### src/rtl/core/dlfb_ram.sv
// ----------------------------------------------------------------------------
// dlfb_ram
// Generic single-port-write, single-port-read RAM with registered read.
// ----------------------------------------------------------------------------
`default_nettype none
module dlfb_ram #(
  parameter int WIDTH = 16,
  parameter int DEPTH = 16
) (
  input  wire logic                     clk,
  input  wire logic                     we,
  input  wire logic [$clog2(DEPTH)-1:0] waddr,
  input  wire logic [WIDTH-1:0]         wdata,
  input  wire logic [$clog2(DEPTH)-1:0] raddr,
  output logic      [WIDTH-1:0]         rdata
);
  logic [WIDTH-1:0] mem [DEPTH];

  always_ff @(posedge clk) begin
    if (we) begin
      mem[waddr] <= wdata;
    end
    rdata <= mem[raddr];
  end
endmodule
`default_nettype wire

### config.mk
export PLATFORM = sky130hd
export DESIGN_NAME = dlfb_ram
export DESIGN_NICKNAME = d
export VERILOG_FILES = /design/src/rtl/core/dlfb_ram.sv
export SDC_FILE = /design/constraint.sdc
export NUM_CORES = 1
export LEC_CHECK = 0
export ABC_CLOCK_PERIOD_IN_PS = 2130
export BUFFER_PORTS_ARGS = -buffer_cell sky130_fd_sc_hd__buf_2
export CORE_UTILIZATION = 55
export CTS_CLUSTER_DIAMETER = 60
export CTS_CLUSTER_SIZE = 20
export DETAILED_ROUTE_END_ITERATION = 8
export PLACE_DENSITY_LB_ADDON = 0.05
export SLEW_MARGIN = 20
export SYNTH_ARGS = -nofsm -noshare
export SYNTH_HDL_FRONTEND = slang
export SYNTH_SLANG_ARGS = --single-unit
### constraint.sdc
create_clock -name clk -period 2.13 [get_ports clk]
set_clock_uncertainty 0.2 [all_clocks]
set_input_delay 0.1065 -clock clk [delete_from_list [all_inputs] [get_ports clk]]
set_output_delay 0.1065 -clock clk [all_outputs]
set_load 0.1 [all_outputs]
* Yosys cells after proc, flatten, opt, wreduce, memory -nomap -nowiden
Memories as Yosys holds them, arrays and structs flattened. A register that Yosys moved wholly into a read port is not among the register bits.
Cells that the tools add are included.
** Word-level totals
- Memory bits (writable) :: 256
- Register bits :: 0
- Input bits :: 26
- Memories :: 1
- Output and inout port bits :: 16
- Logic and storage cells :: 3
** Memory list
- mem :: depth 16, width 16, rd ports 1, clocked after memory_dff 1, wr ports 1, RTL line 17 : logic [WIDTH-1:0] mem [DEPTH];
** Operators by class
- Mux-type cells :: 2
** Operators with widths (number)
- 1-bit two-way mux :: 2

* Depth between registers and ports, before layout
Gate-level depths: netlist of run 1.
- Word-level depth :: 2
- Depth in mapped cells :: 5

* Worst setup path before layout of run 1
OpenSTA, ideal clock, no wires.
- Kind :: input to register
- From :: input waddr[2]
- To :: memory mem[0][0], enable pin
- Stages :: 2
- Data required time :: 1521 ps
- Path buffers :: 0
- Data arrival time :: 1752 ps
- Setup slack :: -232 ps
- Cells stage by stage :: or3b_2 -> nor3_1
** RTL lines
- start, declared :: RTL line 12 : input wire logic [$clog2(DEPTH)-1:0] waddr,
- end, declared :: RTL line 17
No word-level cell before the write port.

* Worst setup path in the final report of run 1
- From :: input waddr[2]
- To :: memory mem[1][10], enable pin
No word-level cell before the write port.

==> summary.md, run 1 <==
| Metric | Value |
|---|---|
| Unrepaired setup endpoints after global routing | `no` |
| Clock buffers created by TritonCTS | `18` |
| Number of antenna-violating nets in the routed design | `0` |
| Final Instance Count excl. Fillers | `760` |
| Number of antenna violations at the first check in global routing | `0` |
| Maximum fanout count along the critical path | `13` |
| Critical Setup Path Class | `input port to flop` |
| Reported max-cap violation count | `0` |
| Clock tree from TritonCTS | `built` |
| Synthesis-to-finish area growth | `15.20%` |
| Outcome | `completed` |
| Max Transition Viols Final | `0` |
| Antenna fix cells | `0` |
| Initial standard-cell utilization of the core | `0.5610` |
| Number of setup violations in the final report | `0` |
| Period utilisation layout | `0.8556` |
| Combinational family with the most area after synthesis | `multiplexers` |
| Global router's overall resource usage | `0.2302` |
| Final HPWL DP | `11490 µm` |
| I/O Buffers | `between 40 and 50` |
| Startpoint type of the worst setup path | `input port` |
| Shortest clock period the worst path allows after layout | `~1800 ps` |
| Detailed Route WL | `around 20000 µm` |
| Fin Setup TNS | `0 ps` |
| Global placement routability congestion | `0.6942` |
| Area fraction in compound gates after synthesis | `0.02392` |
| Fraction of synthesized area in multiplexers | `0.1473` |
| Number of sinks driven by the clock tree | `272` |
| Number of instances in the synthesized netlist | `432` |
| Placeable Area | `0.01790 mm²` |
| CTS Root Buffer Type | `clkbuf_16` |
| Drt initial violations | `358` |
| Number of hold violations in the final report | `0` |
| Number of nets in the layout | `548` |
| Sum of overflow across all layers after global routing | `0` |
| Clock latency reported for the late side of the worst-skew pair | `490 ps` |
| IR Drop Worst-Case VDD | `0.7394 mV` |
| Vertical extent of the die | `137.1 µm` |
| Longest Clk Path Bufs | `3` |
| #FFs+latches synth | `272` |
| DIE AREA | `0.01880 mm²` |
| Actual transition at the worst max-transition pin | `1120 ps` |
| Post-placement cell count | `711` |
| WP data arrival | `1820 ps` |
| Cells on worst reg2reg path | `3` |
| Post-synthesis share of cell area spent on full adders, half adders and majority gates | `0` |
| Clk pin slew, worst setup/hold paths | `70 ps` |
| Avg Synthesized Cell Area | `23.25 µm²` |
| Vias per inst | `6.108` |
| Pin count of the biggest net entering global routing | `34` |
| Pre-CTS setup slack | `310.1 ps` |
| Worst hold path class | `input port to flop` |
| Worst setup margin | `307.5 ps` |
| Number of iterations in the first detailed-routing pass | `6` |
| Synth Area in XOR/XNOR | `0` |
| Share of the yosys chip area belonging to registers | `0.7973` |
| Post-synthesis simple-gate area fraction | `0.01919` |
| H-tree levels | `1` |
| Portion of synthesized cell area occupied by the leading cell type | `0.7654` |
| Die Width | `137.1 µm` |
| Synthesized net count | `458` |
| Fraction of final layout cells with drive strength greater than 1 | `0.3126` |
| Gates resized, CTS repair | `0` |
| Maximum clock frequency | `548.7 MHz` |
| First-pass GRT wire length | `around 30000 µm` |
| Critical path endpoint category | `flop` |
| Routed WL per cell | `between 20 and 30 µm` |
| Cell depth of the worst hold path | `4` |
| Main area contributors after synthesis | `edfxtp_1, mux4_2, dfxtp_1` |
| Cell type contributing the most total cell area after synthesis | `edfxtp_1` |
| Number of remaining DRC errors | `0` |
| Synth cell types | `19` |
| Post-Synthesis Cell Area | `0.01004 mm²` |
| Number of synthesis warnings | `0` |
| Row cnt | `a little under 50` |
| Number of filler cells placed in the layout | `1223` |
| Final hold slack | `around 30 ps` |
| Vias in the first global route | `roughly 4.8k` |
| Worst-case headroom to the max-slew limit | `0.2497` |
| Endpoint required time on the critical path | `~2100 ps` |
| Leak | `3.784 nW` |
| Via count | `4642` |
| Power density over the cells | `890.0 mW/mm²` |
| Top Ports | `42` |
layout make-up:
class / instances / area [µm²] / share of cell area
clock buffers: 25 / 498.0 / 0.04304
repair buffers: 91 / 745.7 / 0.06445
multi-input cells: 139 / 1973 / 0.1705
clock inverters: 4 / 58.81 / 0.005083
well taps: 229 / 286.5 / 0.02476
flip-flops and latches: 272 / 8008 / 0.6921
where the power goes:
part / switching (W) / total (W) / internal [W]
combinational: 0.000568 / 0.000828 / 0.000260
clock: 0.00168 / 0.00346 / 0.00178
sequential: 0.0000326 / 0.00601 / 0.00597
kinds of logic (layout without fill, tap and decap cells):
family,after synthesis,count (layout)
muxes,64,64
and+or+nand+nor,43,43
buffers and inverters,21,120
DFF,272,272
AOI/OAI and AO/OA,32,32
per-stage QoR:
stage,utilization,area (µm²),power (W)
after detailed placement,0.6040,10810,0.006941
final,0.6463,11570,0.01030
after global routing,0.6463,11570,0.01059
after CTS,0.6463,11570,0.01037
after floorplan,-,10050,0.006675
after global placement,0.6040,10810,0.006927
routing by layer:
layer  track usage  wire [µm]
met2        0.3911      10450
met1        0.3155       8625
met3       0.03222        778
met5             0          0
met4       0.06105        467
critical path: stages:
cell           delay (ps)
buf_2                 120
or3b_2                550
dlygate4sd3_1         610
nor2_2                240
buf_12                200
state kept, by name, summed over array words and instances, names as in the netlist:
| register | cells |
|---|---|
| mem | 256 |
| rdata | 16 |
cell usage after synthesis:
cell type / count
edfxtp_1: 256
mux4_2: 54
a22oi_1: 32
nand2_1: 17
dfxtp_1: 16
nor2_1: 13
mux4_1: 10
clkbuf_1: 8
buf_6: 4
nor3_1: 4
buf_1: 3
buf_2: 3
buf_4: 3
nand2b_1: 2
nand3b_1: 2
nor2b_1: 2
and2_1: 1
nand3_1: 1
or3b_2: 1
layout by cell type (no fill, tap or decap), types with 10 or more instances in the layout:
cell,netlist,final
a22oi_1,32,32
buf_2,3,40
buf_4,3,22
clkbuf_16,0,19
dfxtp_1,16,16
dlygate4sd3_1,0,20
edfxtp_1,256,256
mux4_1,10,10
mux4_2,54,54
nand2_1,17,17
nor2_2,0,12
what timing repair did:
item | 4_1_cts | 5_1_grt
hold buffers | 20 | 0
setup endpoints to repair | 0 | 0
hold endpoints to repair | 262 | 0
buffers inserted | 0 | 0
path summary, 6_finish.rpt:
kind,from,endpoint,slack (ps)
worst max register to register,mem[1][3],rdata[3],590
worst min register to register,mem[11][4],rdata[4],470
worst min-delay path,raddr[0],rdata[4],30
worst max-delay path,waddr[2],mem[1][10],310
(Power assumes the default switching activity.)
==> run 2: changes to the inputs <==
Settings changed: CTS_BUF_LIST set to sky130_fd_sc_hd__clkbuf_4 sky130_fd_sc_hd__clkbuf_8 sky130_fd_sc_hd__clkbuf_16.
==> run 2 against run 1 <==
  * Combinational power hardly changed
  * Largest power group unchanged
  * Critical path depth stayed put
  * Critical endpoint unchanged
  * Sequential power hardly changed
==> summary.md, run 2 (synthesis gave the netlist of run 1 again) <==
| Metric | Value |
|---|---|
| Worst hold path class | `input port to flop (unchanged)` |
| Startpoint of the tightest hold check path | `raddr[0] (unchanged)` |
| I/O Buffers | `41 (unchanged)` |
| Startpoint of the most critical setup path | `waddr[2] (unchanged)` |
| Sum of overflow across all layers after global routing | `0 (unchanged)` |
| Leak | `3.805 nW (was 3.784 nW)` |
| Number of nets in the layout | `548 (unchanged)` |
| Vias per inst | `6.107 (was 6.108)` |
| Final hold slack | `33.35 ps (was 29.98 ps)` |
| Worst r2r dst | `rdata[3] (unchanged)` |
| Worst-case headroom to the max-slew limit | `0.2303 (was 0.2497)` |
| Most frequent standard cell in the layout excluding fill and tap cells | `edfxtp_1 (unchanged)` |
| Leading cell types in the layout, fill and taps excluded | `edfxtp_1, mux4_2, buf_2 (unchanged)` |
| Clock buffers created by TritonCTS | `18 (unchanged)` |
| Routed WL per cell | `26.76 µm (was 26.74 µm)` |
| Number of setup violations in the final report | `0 (unchanged)` |
| Critical-path top delay cell | `dlygate4sd3_1 (unchanged)` |
| Clk pin slew, worst setup/hold paths | `70 ps (about the same)` |
| Power density over the cells | `895.0 mW/mm² (was 890.0 mW/mm²)` |
| WP data arrival | `1820 ps (about the same)` |
| Power, Total | `0.01038 W (was 0.01030 W)` |
| Sequential fraction of design power | `0.579 (was 0.583)` |
| Maximum clock frequency | `547.9 MHz (was 548.7 MHz)` |
| Cell family with most CP delay | `buffers and inverters (unchanged)` |
| Minimum setup slack among reg-to-reg paths | `590 ps (about the same)` |
| Number of remaining DRC errors | `0 (unchanged)` |
| Drt initial violations | `353 (was 358)` |
| Global router's overall resource usage | `0.2301 (was 0.2302)` |
| Cell Int Power | `0.008089 W (was 0.008013 W)` |
| Number of antenna-violating nets in the routed design | `0 (unchanged)` |
| Clock tree from TritonCTS | `built (unchanged)` |
| Register ranked first by flip-flop count | `mem (unchanged)` |
| CTS Root Buffer Type | `clkbuf_16 (unchanged)` |
| Via count | `4641 (was 4642)` |
| Initial standard-cell utilization of the core | `0.5610 (unchanged)` |
| Worst r2r src | `mem[1][3] (unchanged)` |
| Unrepaired setup endpoints after global routing | `no (unchanged)` |
| Row cnt | `49 (unchanged)` |
| Shortest clock period the worst path allows after layout | `1825 ps (was 1822 ps)` |
| Max Transition Viols Final | `0 (unchanged)` |
| Number of buffers and inverters on the critical path | `3 (unchanged)` |
| First-pass GRT wire length | `29920 µm (unchanged)` |
| Number of post-CTS setup repair buffers | `0 (unchanged)` |
| Period utilisation layout | `0.8569 (was 0.8556)` |
| Fin Setup TNS | `0 ps (unchanged)` |
| Detailed Route WL | `20340 µm (was 20320 µm)` |
| Number of iterations in the first detailed-routing pass | `4 (was 6)` |
| Number of sinks driven by the clock tree | `272 (unchanged)` |
| Maximum fanout count along the critical path | `13 (unchanged)` |
| Max FFs per register | `256 (unchanged)` |
| Number of antenna violations at the first check in global routing | `0 (unchanged)` |
| Pin count of the biggest net entering global routing | `34 (unchanged)` |
| Reported max-cap violation count | `0 (unchanged)` |
| Cell depth of the worst hold path | `4 (unchanged)` |
| Final HPWL DP | `11490 µm (unchanged)` |
| Vias in the first global route | `4823 (was 4812)` |
| Net switching power figure | `0.002286 W (was 0.002285 W)` |
| Number of hold violations in the final report | `0 (unchanged)` |
| Clock latency reported for the late side of the worst-skew pair | `500 ps (was 490 ps)` |
| Endpoint required time on the critical path | `2130 ps (about the same)` |
| Global placement routability congestion | `0.6942 (unchanged)` |
| Vertical extent of the die | `137.1 µm (unchanged)` |
| Longest Clk Path Bufs | `3 (unchanged)` |
| Top Ports | `42 (unchanged)` |
| Share of the core filled with cells | `0.6475 (was 0.6463)` |
| Antenna fix cells | `0 (unchanged)` |
| Cells on worst reg2reg path | `3 (unchanged)` |
| IR Drop Worst-Case VDD | `0.7404 mV (was 0.7394 mV)` |
| Hold path endpoint | `rdata[4] (unchanged)` |
| Cells traversed along the worst timing path | `buf_2 -> or3b_2 -> dlygate4sd3_1 -> nor2_2 -> buf_12 (unchanged)` |
| Critical Setup Path Class | `input port to flop (unchanged)` |
| CP max stage delay | `610 ps (about the same)` |
| Fraction of final layout cells with drive strength greater than 1 | `0.3239 (was 0.3126)` |
| Combinational cell fraction of total power | `0.080 (about the same)` |
| Actual transition at the worst max-transition pin | `1149 ps (was 1120 ps)` |
| Clk network pwr share | `0.341 (was 0.336)` |
| Outcome | `completed (unchanged)` |
| Synthesis-to-finish area growth | `15.42% (was 15.20%)` |
| H-tree levels | `1 (unchanged)` |
| Placeable Area | `0.01790 mm² (unchanged)` |
| Startpoint type of the worst setup path | `input port (unchanged)` |
| Critical path endpoint category | `flop (unchanged)` |
| Net Sw Frac | `0.2203 (was 0.2219)` |
| DIE AREA | `0.01880 mm² (unchanged)` |
| Die Width | `137.1 µm (unchanged)` |
| Largest registers ranked by flip-flop count | `mem (256), rdata (16) (unchanged)` |
run 2: what timing repair did:
item	4_1_cts	5_1_grt
resized for setup	0	0
hold buffers	20	0
endpoints found under the hold margin	262	0
run 2: cell type report:
cell class              count  area (µm²)
flip-flops and latches    272        8008
fillers                  1220        6310
multi-input cells         139        1973
repair buffers             91       745.7
clock buffers              25       520.5
well taps                 229       286.5
clock inverters             4       58.81
run 2: worst min-delay path: stages:
cell and delay (ps):
buf_4 210, mux4_2 270, a22oi_1 60, nand2_1 50
run 2: power by group through the flow:
stage	registers (W)	logic, W	clock network (W)
2_1_floorplan	0.00638	0.000292	0
3_3_place_gp	0.00613	0.000802	0
3_5_place_dp	0.00613	0.000810	0
4_1_cts	0.00601	0.000838	0.00360
5_1_grt	0.00602	0.000875	0.00377
6_report	0.00601	0.000828	0.00354
run 2: metal layers:
layer,global-route usage,share of wire,up-vias
li1,-,-,2008
met1,0.3155,0.43,2502
met2,0.3911,0.52,102
met3,0.03222,0.034,29
met4,0.06044,0.022,0
met5,0,0,-
run 2: metrics by stage:
step | instance area, µm² | setup slack [ps] | instances
2_1_floorplan | 10050 | 68.91 | 432
3_3_place_gp | 10810 | 325.4 | 711
3_5_place_dp | 10810 | 310.1 | 711
4_1_cts | 11590 | 313.4 | 760
5_1_grt | 11590 | 262.1 | 760
6_report | 11590 | 304.9 | 760
run 2: worst max path at each step:
stage | slack [ps] | cells past startpoint | end
global placement | 330 | 4 | rdata[14]
floorplan | 70 | 2 | mem[8][0]
CTS | 310 | 5 | mem[1][10]
global route | 260 | 5 | mem[1][10]
detailed placement | 310 | 4 | rdata[14]
finish | 300 | 5 | mem[1][10]
